<file path="config.mk">
export PLATFORM = sky130hd
export DESIGN_NAME = dsm_front_flat
export DESIGN_NICKNAME = d
export VERILOG_FILES = /design/src/dsm_pkg.sv /design/src/dsm_in_if.sv /design/src/dsm_front.sv /design/src/flat_wrapper.sv
export SDC_FILE = /design/constraint.sdc
export NUM_CORES = 1
export LEC_CHECK = 0
export ABC_AREA = 1
export BUFFER_PORTS_ARGS = -buffer_cell sky130_fd_sc_hd__buf_2
export CAP_MARGIN = 20
export CORE_MARGIN = 1.5
export CORE_UTILIZATION = 52
export DETAILED_ROUTE_END_ITERATION = 8
export PLACE_DENSITY = 0.83
export REMOVE_ABC_BUFFERS = 1
export SLEW_MARGIN = 40
export SYNTH_ARGS = -nofsm -noshare
export SYNTH_HDL_FRONTEND = slang
export SYNTH_SLANG_ARGS = --single-unit
export TNS_END_PERCENT = 50
</file>
<file path="constraint.sdc">
create_clock -name i_clk -period 5.7 [get_ports i_clk]
set_input_delay 0.285 -clock i_clk [delete_from_list [all_inputs] [get_ports i_clk]]
set_output_delay 0.285 -clock i_clk [all_outputs]
set_load 0.02 [all_outputs]
</file>
<file path="src/dsm_pkg.sv">
package dsm_pkg;

    // fixed field widths
    localparam int CMD_W  = 3;
    localparam int DIAG_W = 4;
    localparam int POS_W  = 10;
    localparam int OFF_W  = 11;
    localparam int VAL_W  = 32;
    localparam int CNT_W  = 11;
    localparam int ND_W   = 5;
    localparam int CIDX_W = 3;

    // default sizes
    localparam int DEF_MAX_DIM   = 1024;
    localparam int DEF_MAX_DIAG  = 16;
    localparam int DEF_FRAC_BITS = 16;

    // command codes
    localparam logic [CMD_W-1:0] CMD_LOAD_OFF = 3'd0;
    localparam logic [CMD_W-1:0] CMD_LOAD_VAL = 3'd1;
    localparam logic [CMD_W-1:0] CMD_LOAD_X   = 3'd2;
    localparam logic [CMD_W-1:0] CMD_LOAD_Y   = 3'd3;
    localparam logic [CMD_W-1:0] CMD_ROW      = 3'd4;

    // register indexes
    localparam logic [CIDX_W-1:0] REG_NUM_ROWS = 3'd0;
    localparam logic [CIDX_W-1:0] REG_NUM_COLS = 3'd1;
    localparam logic [CIDX_W-1:0] REG_NUM_DIAG = 3'd2;
    localparam logic [CIDX_W-1:0] REG_ALPHA    = 3'd3;
    localparam logic [CIDX_W-1:0] REG_BETA     = 3'd4;

    // register reset values
    localparam logic [CNT_W-1:0] RST_NUM_ROWS = 11'd1024;
    localparam logic [CNT_W-1:0] RST_NUM_COLS = 11'd1024;
    localparam logic [ND_W-1:0]  RST_NUM_DIAG = 5'd0;
    localparam logic [VAL_W-1:0] RST_ALPHA    = 32'd65536;
    localparam logic [VAL_W-1:0] RST_BETA     = 32'd0;

    typedef enum logic [2:0] {
        K_OFF,
        K_VAL,
        K_X,
        K_Y,
        K_ROW
    } t_kind;

    typedef struct packed {
        t_kind                    kind;
        logic [DIAG_W-1:0]        diag;
        logic [POS_W-1:0]         pos;
        logic [OFF_W-1:0]         offset;
        logic signed [VAL_W-1:0]  value;
    } t_op;

    typedef struct packed {
        logic [CNT_W-1:0]         num_columns;
        logic [ND_W-1:0]          num_diagonals;
        logic signed [VAL_W-1:0]  alpha;
        logic signed [VAL_W-1:0]  beta;
    } t_cfg;

endpackage

</file>
<file path="src/dsm_in_if.sv">
interface dsm_in_if;
    import dsm_pkg::*;
    logic                    valid;
    logic                    ready;
    logic [CMD_W-1:0]        command;
    logic [DIAG_W-1:0]       diag;
    logic [POS_W-1:0]        position;
    logic signed [OFF_W-1:0] offset;
    logic signed [VAL_W-1:0] value;

    modport source (output valid, command, diag, position, offset, value, input ready);
    modport sink   (input valid, command, diag, position, offset, value, output ready);
endinterface

</file>
<file path="src/dsm_front.sv">
module dsm_front #(
    parameter int MAX_DIM  = dsm_pkg::DEF_MAX_DIM,
    parameter int MAX_DIAG = dsm_pkg::DEF_MAX_DIAG
) (
    input  logic                     i_clk,
    input  logic                     i_rst_n,
    dsm_in_if.sink                   in_if,
    input  logic [dsm_pkg::CNT_W-1:0] i_num_rows,
    output logic                     o_q_valid,
    output dsm_pkg::t_op             o_q_op,
    input  logic                     i_q_pop
);
    import dsm_pkg::*;

    t_op        r_q [2];
    logic [1:0] r_cnt;
    logic       r_rd;
    logic       r_wr;
    logic       keep;
    logic       push;
    t_op        op;
    logic [31:0] pos32;
    logic [31:0] dg32;
    logic       pos_ok;
    logic       dg_ok;

    assign pos32  = 32'(in_if.position);
    assign dg32   = 32'(in_if.diag);
    assign pos_ok = pos32 < 32'(MAX_DIM);
    assign dg_ok  = dg32 < 32'(MAX_DIAG);

    // classify, dropping items that cause nothing
    always_comb begin
        op.diag   = in_if.diag;
        op.pos    = in_if.position;
        op.offset = in_if.offset;
        op.value  = in_if.value;
        unique case (in_if.command)
            CMD_LOAD_OFF: begin
                op.kind = K_OFF;
                keep    = dg_ok;
            end
            CMD_LOAD_VAL: begin
                op.kind = K_VAL;
                keep    = dg_ok && pos_ok;
            end
            CMD_LOAD_X: begin
                op.kind = K_X;
                keep    = pos_ok;
            end
            CMD_LOAD_Y: begin
                op.kind = K_Y;
                keep    = pos_ok;
            end
            CMD_ROW: begin
                op.kind = K_ROW;
                keep    = pos_ok && (pos32 < 32'(i_num_rows));
            end
            default: begin
                op.kind = K_OFF;
                keep    = 1'b0;
            end
        endcase
    end

    assign in_if.ready = (r_cnt != 2'd2);
    assign push        = in_if.valid && in_if.ready && keep;
    assign o_q_valid   = (r_cnt != 2'd0);
    assign o_q_op      = r_q[r_rd];

    always_ff @(posedge i_clk) begin
        if (!i_rst_n) begin
            r_cnt <= 2'd0;
            r_rd  <= 1'b0;
            r_wr  <= 1'b0;
        end else begin
            if (push) r_wr <= ~r_wr;
            if (i_q_pop) r_rd <= ~r_rd;
            if (push && !i_q_pop) r_cnt <= r_cnt + 2'd1;
            else if (!push && i_q_pop) r_cnt <= r_cnt - 2'd1;
        end
    end

    always_ff @(posedge i_clk) begin
        if (push) r_q[r_wr] <= op;
    end
endmodule

</file>
<file path="src/flat_wrapper.sv">
// flat-port wrapper written by rule: the top's interface ports become plain ports
module dsm_front_flat import dsm_pkg::*;
#(
    parameter int MAX_DIM  = dsm_pkg::DEF_MAX_DIM,
    parameter int MAX_DIAG = dsm_pkg::DEF_MAX_DIAG
)
  (i_clk, i_rst_n, i_num_rows, o_q_valid, o_q_op, i_q_pop, in_if_valid, in_if_command, in_if_diag, in_if_position, in_if_offset, in_if_value, in_if_ready);
  dsm_in_if in_if_i ();
  input  logic i_clk;
  input  logic i_rst_n;
  input  logic [dsm_pkg::CNT_W-1:0] i_num_rows;
  output logic o_q_valid;
  output dsm_pkg::t_op o_q_op;
  input  logic i_q_pop;
  input wire logic [$bits(in_if_i.valid)-1:0] in_if_valid;
  input wire logic [$bits(in_if_i.command)-1:0] in_if_command;
  input wire logic [$bits(in_if_i.diag)-1:0] in_if_diag;
  input wire logic [$bits(in_if_i.position)-1:0] in_if_position;
  input wire logic [$bits(in_if_i.offset)-1:0] in_if_offset;
  input wire logic [$bits(in_if_i.value)-1:0] in_if_value;
  output wire logic [$bits(in_if_i.ready)-1:0] in_if_ready;
  assign in_if_i.valid = in_if_valid;
  assign in_if_i.command = in_if_command;
  assign in_if_i.diag = in_if_diag;
  assign in_if_i.position = in_if_position;
  assign in_if_i.offset = in_if_offset;
  assign in_if_i.value = in_if_value;
  assign in_if_ready = in_if_i.ready;
  dsm_front #(.MAX_DIM(MAX_DIM), .MAX_DIAG(MAX_DIAG)) u_core (.i_clk(i_clk), .i_rst_n(i_rst_n), .in_if(in_if_i), .i_num_rows(i_num_rows), .o_q_valid(o_q_valid), .o_q_op(o_q_op), .i_q_pop(i_q_pop));
endmodule
</file>
# After elaboration in Yosys (flattened, before gate mapping)
# Memory sizes are Yosys's and may differ from the RTL's. A register that Yosys moved wholly into a read port is not among the register bits.
# Cells that the tools add are included.
# classes
bitwise	2
n_eq_ne	5
reduce_logical	12
n_mux	8
order_cmp	3
n_addsub	2
# op_table
operator	count
$pmux 3 s4	1
$lt 10x11->1	1
$lt 10x11->1 const B	1
$eq 3x2->1 const B	2
$logic_and 1x1->1	6
$lt 4x5->1 const B	1
$mux 1	4
$mux 2	2
$pmux 1 s4	1
$reduce_bool 2->1	2
$eq 3x1->1 const B	1
$eq 3x3->1 const B	1
$logic_not 3->1	1
$add 2x1->2 const B	1
$logic_not 1->1	2
$ne 2x2->1 const B	1
$not 1->1	2
$reduce_or 2->1	1
$sub 2x1->2 const B	1
# totals
mem_bits_rw	120
reg_bits	4
output_inout_bits	62
input_bits	75
wordCells	36
mem_count	1
# memory_table
name	depth	width	read_ports	rd_ports_with_merged_regs	write_ports	line_no	text
u_core.r_q	2	60	1	1	1	dsm_front.sv:15	t_op r_q [2];

# Logic depth before layout (Yosys ltp)
# depth
depth_word	8
mapped_depth	16
depth_no_buf	16

# Worst setup path before layout
# Ideal clock, no wire load.
# synth_timing
path_kind	in2reg
from	input port i_num_rows[8] (netlist bit)
to	memory u_core.r_q[0][0] (netlist bit) (enable)
path_buffers	0
setup_ps	478
path_slack_ps	1641
t_arrival_ps	3580
cell_stages	11
path_cell_list	inv_1 ha_1 nand2_1 inv_1 nand2_2 inv_1 nand2_1 nand3_1 nand2_2 nand2_1 nor2_1
# synth_via
elab_chain_len	6
# synth_lines
item	line_no	text
from (decl)	flat_wrapper.sv:11	input logic [dsm_pkg::CNT_W-1:0] i_num_rows;
$lt 10x11->1	dsm_front.sv:57	keep = pos_ok && (pos32 < 32'(i_num_rows));
$logic_and 1x1->1	dsm_front.sv:57	
$pmux 1 s4	dsm_front.sv:38	unique case (in_if.command)
$logic_and 1x1->1	dsm_front.sv:67	assign push = in_if.valid && in_if.ready && keep;
$mux 1	dsm_front.sv:85	if (push) r_q[r_wr] <= op;
$mux 1 (not written as such)	dsm_front.sv:85	
to (decl)	dsm_front.sv:15	
# No other way between the ends.

# Worst setup path in the final report
# layout_timing
from	input port in_if_position[4]
to	memory u_core.r_q[0][34] (netlist bit) (enable)
# layout_via
elab_chain_len	6
# layout_lines
item	line_no	text
from (decl)	flat_wrapper.sv:18	input wire logic [$bits(in_if_i.position)-1:0] in_if_position;
$lt 10x11->1 (on tied branches)	dsm_front.sv:29, dsm_front.sv:57	
$logic_and 1x1->1 (on tied branches)	dsm_front.sv:57, dsm_front.sv:45	
$pmux 1 s4 *	dsm_front.sv:38	
$logic_and 1x1->1 *	dsm_front.sv:67	
$mux 1 *	dsm_front.sv:85	
$mux 1 (not written as such) *	dsm_front.sv:85	
# Mark *: on every way between the ends. The rest lies on a longest branch, timed or not.

==> flow_results.org <==
** Outcome
- The run finished with clean final reports.

** Place
- Including well taps, the total number of placed cells is 522.
- After legalization and detailed placement, the total HPWL measured 5.72 mm.
- During placement, the flow inserted port buffers numbering 136.
- Final weighted congestion in routability-driven placement :: 0.741

** Global route
- Global routing used 19.7% of the available tracks across all layers.
- The number of antenna violations at the first check in global routing came to 0.
- Global route overflow :: 0
- Vias in the first global route :: 3,132
- Entering global routing, the biggest net connects 61 pins.
- The first global-routing pass estimated 14.6 mm of wire.

** Power and ir drop
- The analysis attributes to cell leakage a power of 2.76 nW.
- For this design the ratio of total power to cell area is 353 nW/um2.
- Worst vdd rail ir drop :: 0.000170 V

** Drt
- In the final routing, the length of wire on met1 measures 3.90 mm.
- Wire segments on met3 add up to 469 um in the final route.
- Wire segments on met2 add up to 5.02 mm in the final route.
- After detailed routing, the number of vias per cell comes to 4.90.
- Count of routing violations after the opening detailed-route iteration :: 78
- In this run the top signal layer used is met4.
- The first detailed-routing pass ran for 5 iterations.
- Detailed routing inserted a total of 2,986 vias.
- After detailed routing, the average wire length per cell comes to 15.6 um.
- The final layout contains routed wiring with a total length of 9.52 mm.
- The detail route stage leaves a number of antenna-violating nets equal to 0.
- After detailed routing, the number of remaining DRC violations is 0.

** Synth
- After synthesis, the most frequently instantiated cells are sky130_fd_sc_hd__edfxtp_1 (120), sky130_fd_sc_hd__mux2_2 (60), sky130_fd_sc_hd__inv_1 (26), sky130_fd_sc_hd__nand2_1 (25), sky130_fd_sc_hd__ha_1 (10).
- Summed over all instances, the cell type with the most area after synthesis is sky130_fd_sc_hd__edfxtp_1.
- Total of flip-flops plus latches after synthesis :: 125
- Ys Warns :: 0
- Number of enable-type register cells in the synthesized netlist :: 120
- By area the synthesized netlist is led by sky130_fd_sc_hd__edfxtp_1 (74%), sky130_fd_sc_hd__mux2_2 (14%), sky130_fd_sc_hd__ha_1 (2.6%).
- Share of the yosys chip area belonging to registers :: 76.2%
- The cell area that synthesis handed to floorplanning was 4860 um2.
- The cell count after synthesis came out at 279.
- By instance count, the leading cell after synthesis is sky130_fd_sc_hd__edfxtp_1.
- Unique masters post-synth :: 16
- Summed over its instances, the top area cell type makes up 74.1% of the synthesized netlist area.
- Avg Synthesized Cell Area :: 17.4 um2
- Ys async rst share :: 0%
- The most used flip-flop cell after synthesis is sky130_fd_sc_hd__edfxtp_1.

** Layout
- Area occupied by multi-input gates :: 1030 um2
- The post-route netlist has 47.8% of its cells at a drive strength greater than 1.
- The layout has 561 filler cells.
- FF/Latch Area :: 3700 um2
- The finished layout holds 609 standard cells, fillers aside.
- # nets final :: 570
- Antenna Cells :: 0
- From synthesis to final layout, the design area changed by 40.2%.

** Worst hold path
- Class of the worst hold path :: in2reg

** Clock network
- TritonCTS clock tree :: built
- Counting the buffers created by CTS gives 17.
- The clock passes through at most 2 buffers.
- Clock latency on the worst-skew pair :: 0.49 ns
- The clock net in this run drives a total of 125 sinks.
- The root buffer cell chosen for the clock tree is sky130_fd_sc_hd__clkbuf_8.
- In this run the number of H-tree levels came out at 4.
- Clock Pin Slew Worst Setup and Hold Paths :: 0.06 ns

** STA
- The worst pin sits at a relative slew slack of 47.7%.
- Setup repair after global routing left no endpoint under its margin.
- For this run, the top clock speed supported by timing is 0.347 GHz.
- Clock skew on the completed layout was measured at 0.00459 ns.
- Worst-margin pin slew :: 0.785 ns
- Number of max-slew violations in the final report :: 0
- After layout, the worst path uses 50.5% of the clock period.
- Final count of negative-setup-slack endpoints :: 0
- Min Clock Period, post-route :: 2.88 ns
- The final hold violation count is 0.
- For the final routed database, the setup TNS stands at 0 ns.

** Critical path
- Kind of start point of the critical path :: input pin
- Chain of cells forming the critical path :: dlygate4sd3_1 -> buf_2 -> ha_1 -> nand2_1 -> inv_1 -> nand2_1 -> nor2_2 -> nand2_1 -> nand3_1 -> nand2_2 -> nand2_1 -> nor2_4 -> buf_4
- Worst path most repeated cell :: sky130_fd_sc_hd__nand2_1
- For the worst setup path, the data arrival time is 3.02 ns.
- Timing startpoint of the critical path :: in_if_position[4]
- R2R depth :: 7
- Endpoint of the most critical register-to-register path :: u_core.r_q[0][34]
- In this run the worst path has a maximum fanout of 35.
- The number of buffers and inverters on the critical path is 4.
- In this run the critical register-to-register path is launched from u_core.r_cnt[0].
- The largest single stage delay on the critical path is 0.61 ns.
- In this run the number of cells on the critical path is 13.
- On the critical path, the stage with the largest delay is an instance of sky130_fd_sc_hd__nor2_4.
- The worst register-to-register path has a setup slack of 3.39 ns.
- CP Capture Point :: u_core.r_q[0][34]
- The setup path with the least slack is of type in2reg.
- STA puts the critical path data required time at 5.84 ns.
- Category of cells accounting for the largest share of critical-path delay :: buffers and inverters
- Kind of end point of the critical path :: register

** Floorplan
- The initial utilization of the core area, before any placement, comes to 53.1%.
- Count of pins on the block boundary :: 137
- Floorplan die height :: 99.7 um
- Standard-cell rows :: 35
- Core region area :: 9150 um2
- The die covers 9940 um2.
- Die outline width :: 99.7 um

** Flow run
- Number of maximum-capacitance constraint violations :: 0
[worst min path at each step]
stage                    start                 to  slack, ns  cells after the start
5_1_grt        in_if_value[18]  u_core.r_q[1][18]     0.0003                      1
2_1_floorplan   in_if_value[0]   u_core.r_q[0][0]       0.38                      0
4_1_cts        in_if_value[18]  u_core.r_q[1][18]      0.001                      1
3_3_place_gp   u_core.r_cnt[1]    u_core.r_cnt[1]       0.47                      2
6_report       in_if_value[18]  u_core.r_q[1][18]       0.02                      1
3_5_place_dp   in_if_value[13]  u_core.r_q[0][13]       0.48                      1
[registers in the layout, indices dropped and copies added, names as in the netlist, named ones only]
name / count
u_core.r_cnt: 2
u_core.r_q: 120
u_core.r_rd: 1
u_core.r_wr: 1
[kinds of logic after synthesis]
logic type | after synthesis | share of synthesized area, %
muxes | 60 | 13.9
and+or+nand+nor | 40 | 3.53
AOI/OAI and AO/OA | 10 | 1.03
adders and majority gates | 10 | 2.57
buffers and inverters | 34 | 2.80
DFF | 125 | 76.2
[per-layer routing]
metal | vias to the layer above | track usage (%)
li1 | 1447 | -
met1 | 1426 | 22.8
met2 | 99 | 34.4
met3 | 14 | 5.41
met4 | 0 | 8.67
met5 | - | 0
[cells in the final DEF, fill, tap and decap left out, types with 4 or more instances in the layout]
cell type and instances:
sky130_fd_sc_hd__buf_2 136, sky130_fd_sc_hd__edfxtp_1 120, sky130_fd_sc_hd__mux2_2 60, sky130_fd_sc_hd__dlygate4sd3_1 55, sky130_fd_sc_hd__inv_1 25, sky130_fd_sc_hd__nand2_1 25
sky130_fd_sc_hd__clkbuf_16 16, sky130_fd_sc_hd__ha_1 10, sky130_fd_sc_hd__nor2_1 7, sky130_fd_sc_hd__a21oi_1 7, sky130_fd_sc_hd__clkinvlp_4 4, sky130_fd_sc_hd__dfxtp_1 4
[where the power goes]
group          internal (mW)  switching, mW
combinational          0.124          0.163
clock                  0.666          0.377
sequential              1.07         0.0120
total                   1.86          0.552
[final cells by class]
type	instances	share of cell area [%]
Tap cell	111	2.04
Clock inverter	14	2.48
Inverter	27	1.49
Sequential cell	125	54.4
Clock buffer	18	6.13
Timing Repair Buffer	194	18.4
Multi-Input combinational cell	120	15.1
[per-stage QoR]
| stage | util (%) | hold slack [ns] | instance area (um2) | setup slack (ns) | power (mW) |
|---|---|---|---|---|---|
| finish | 74.5 | 0.0223 | 6820 | 2.82 | 2.41 |
| global route | 74.5 | 0.000331 | 6820 | 2.65 | 2.49 |
| CTS | 74.4 | 0.00118 | 6810 | 2.81 | 2.43 |
| detailed placement | 62.0 | 0.476 | 5680 | 2.84 | 1.35 |
| global placement | 62.0 | 0.468 | 5680 | 2.92 | 1.34 |
| floorplan | - | 0.384 | 4830 | 1.64 | 1.26 |
[worst reg2reg max path, stage by stage, from the launching register on]
cell and delay, ns:
sky130_fd_sc_hd__dfxtp_1 0.31, sky130_fd_sc_hd__inv_1 0.08, sky130_fd_sc_hd__nand2_1 0.10, sky130_fd_sc_hd__nand2_1 0.05, sky130_fd_sc_hd__inv_1 0.12, sky130_fd_sc_hd__nand2_1 0.13, sky130_fd_sc_hd__nor2_4 0.61, sky130_fd_sc_hd__buf_4 0.54
[timing repair]
action / in CTS / in global routing
hold buffers: 54 / 1
resized for setup: 0 / 0
buffers inserted: 0 / 0
endpoints found under the hold margin: 108 / 2
Note: power is estimated with default switching activity, not from simulation.
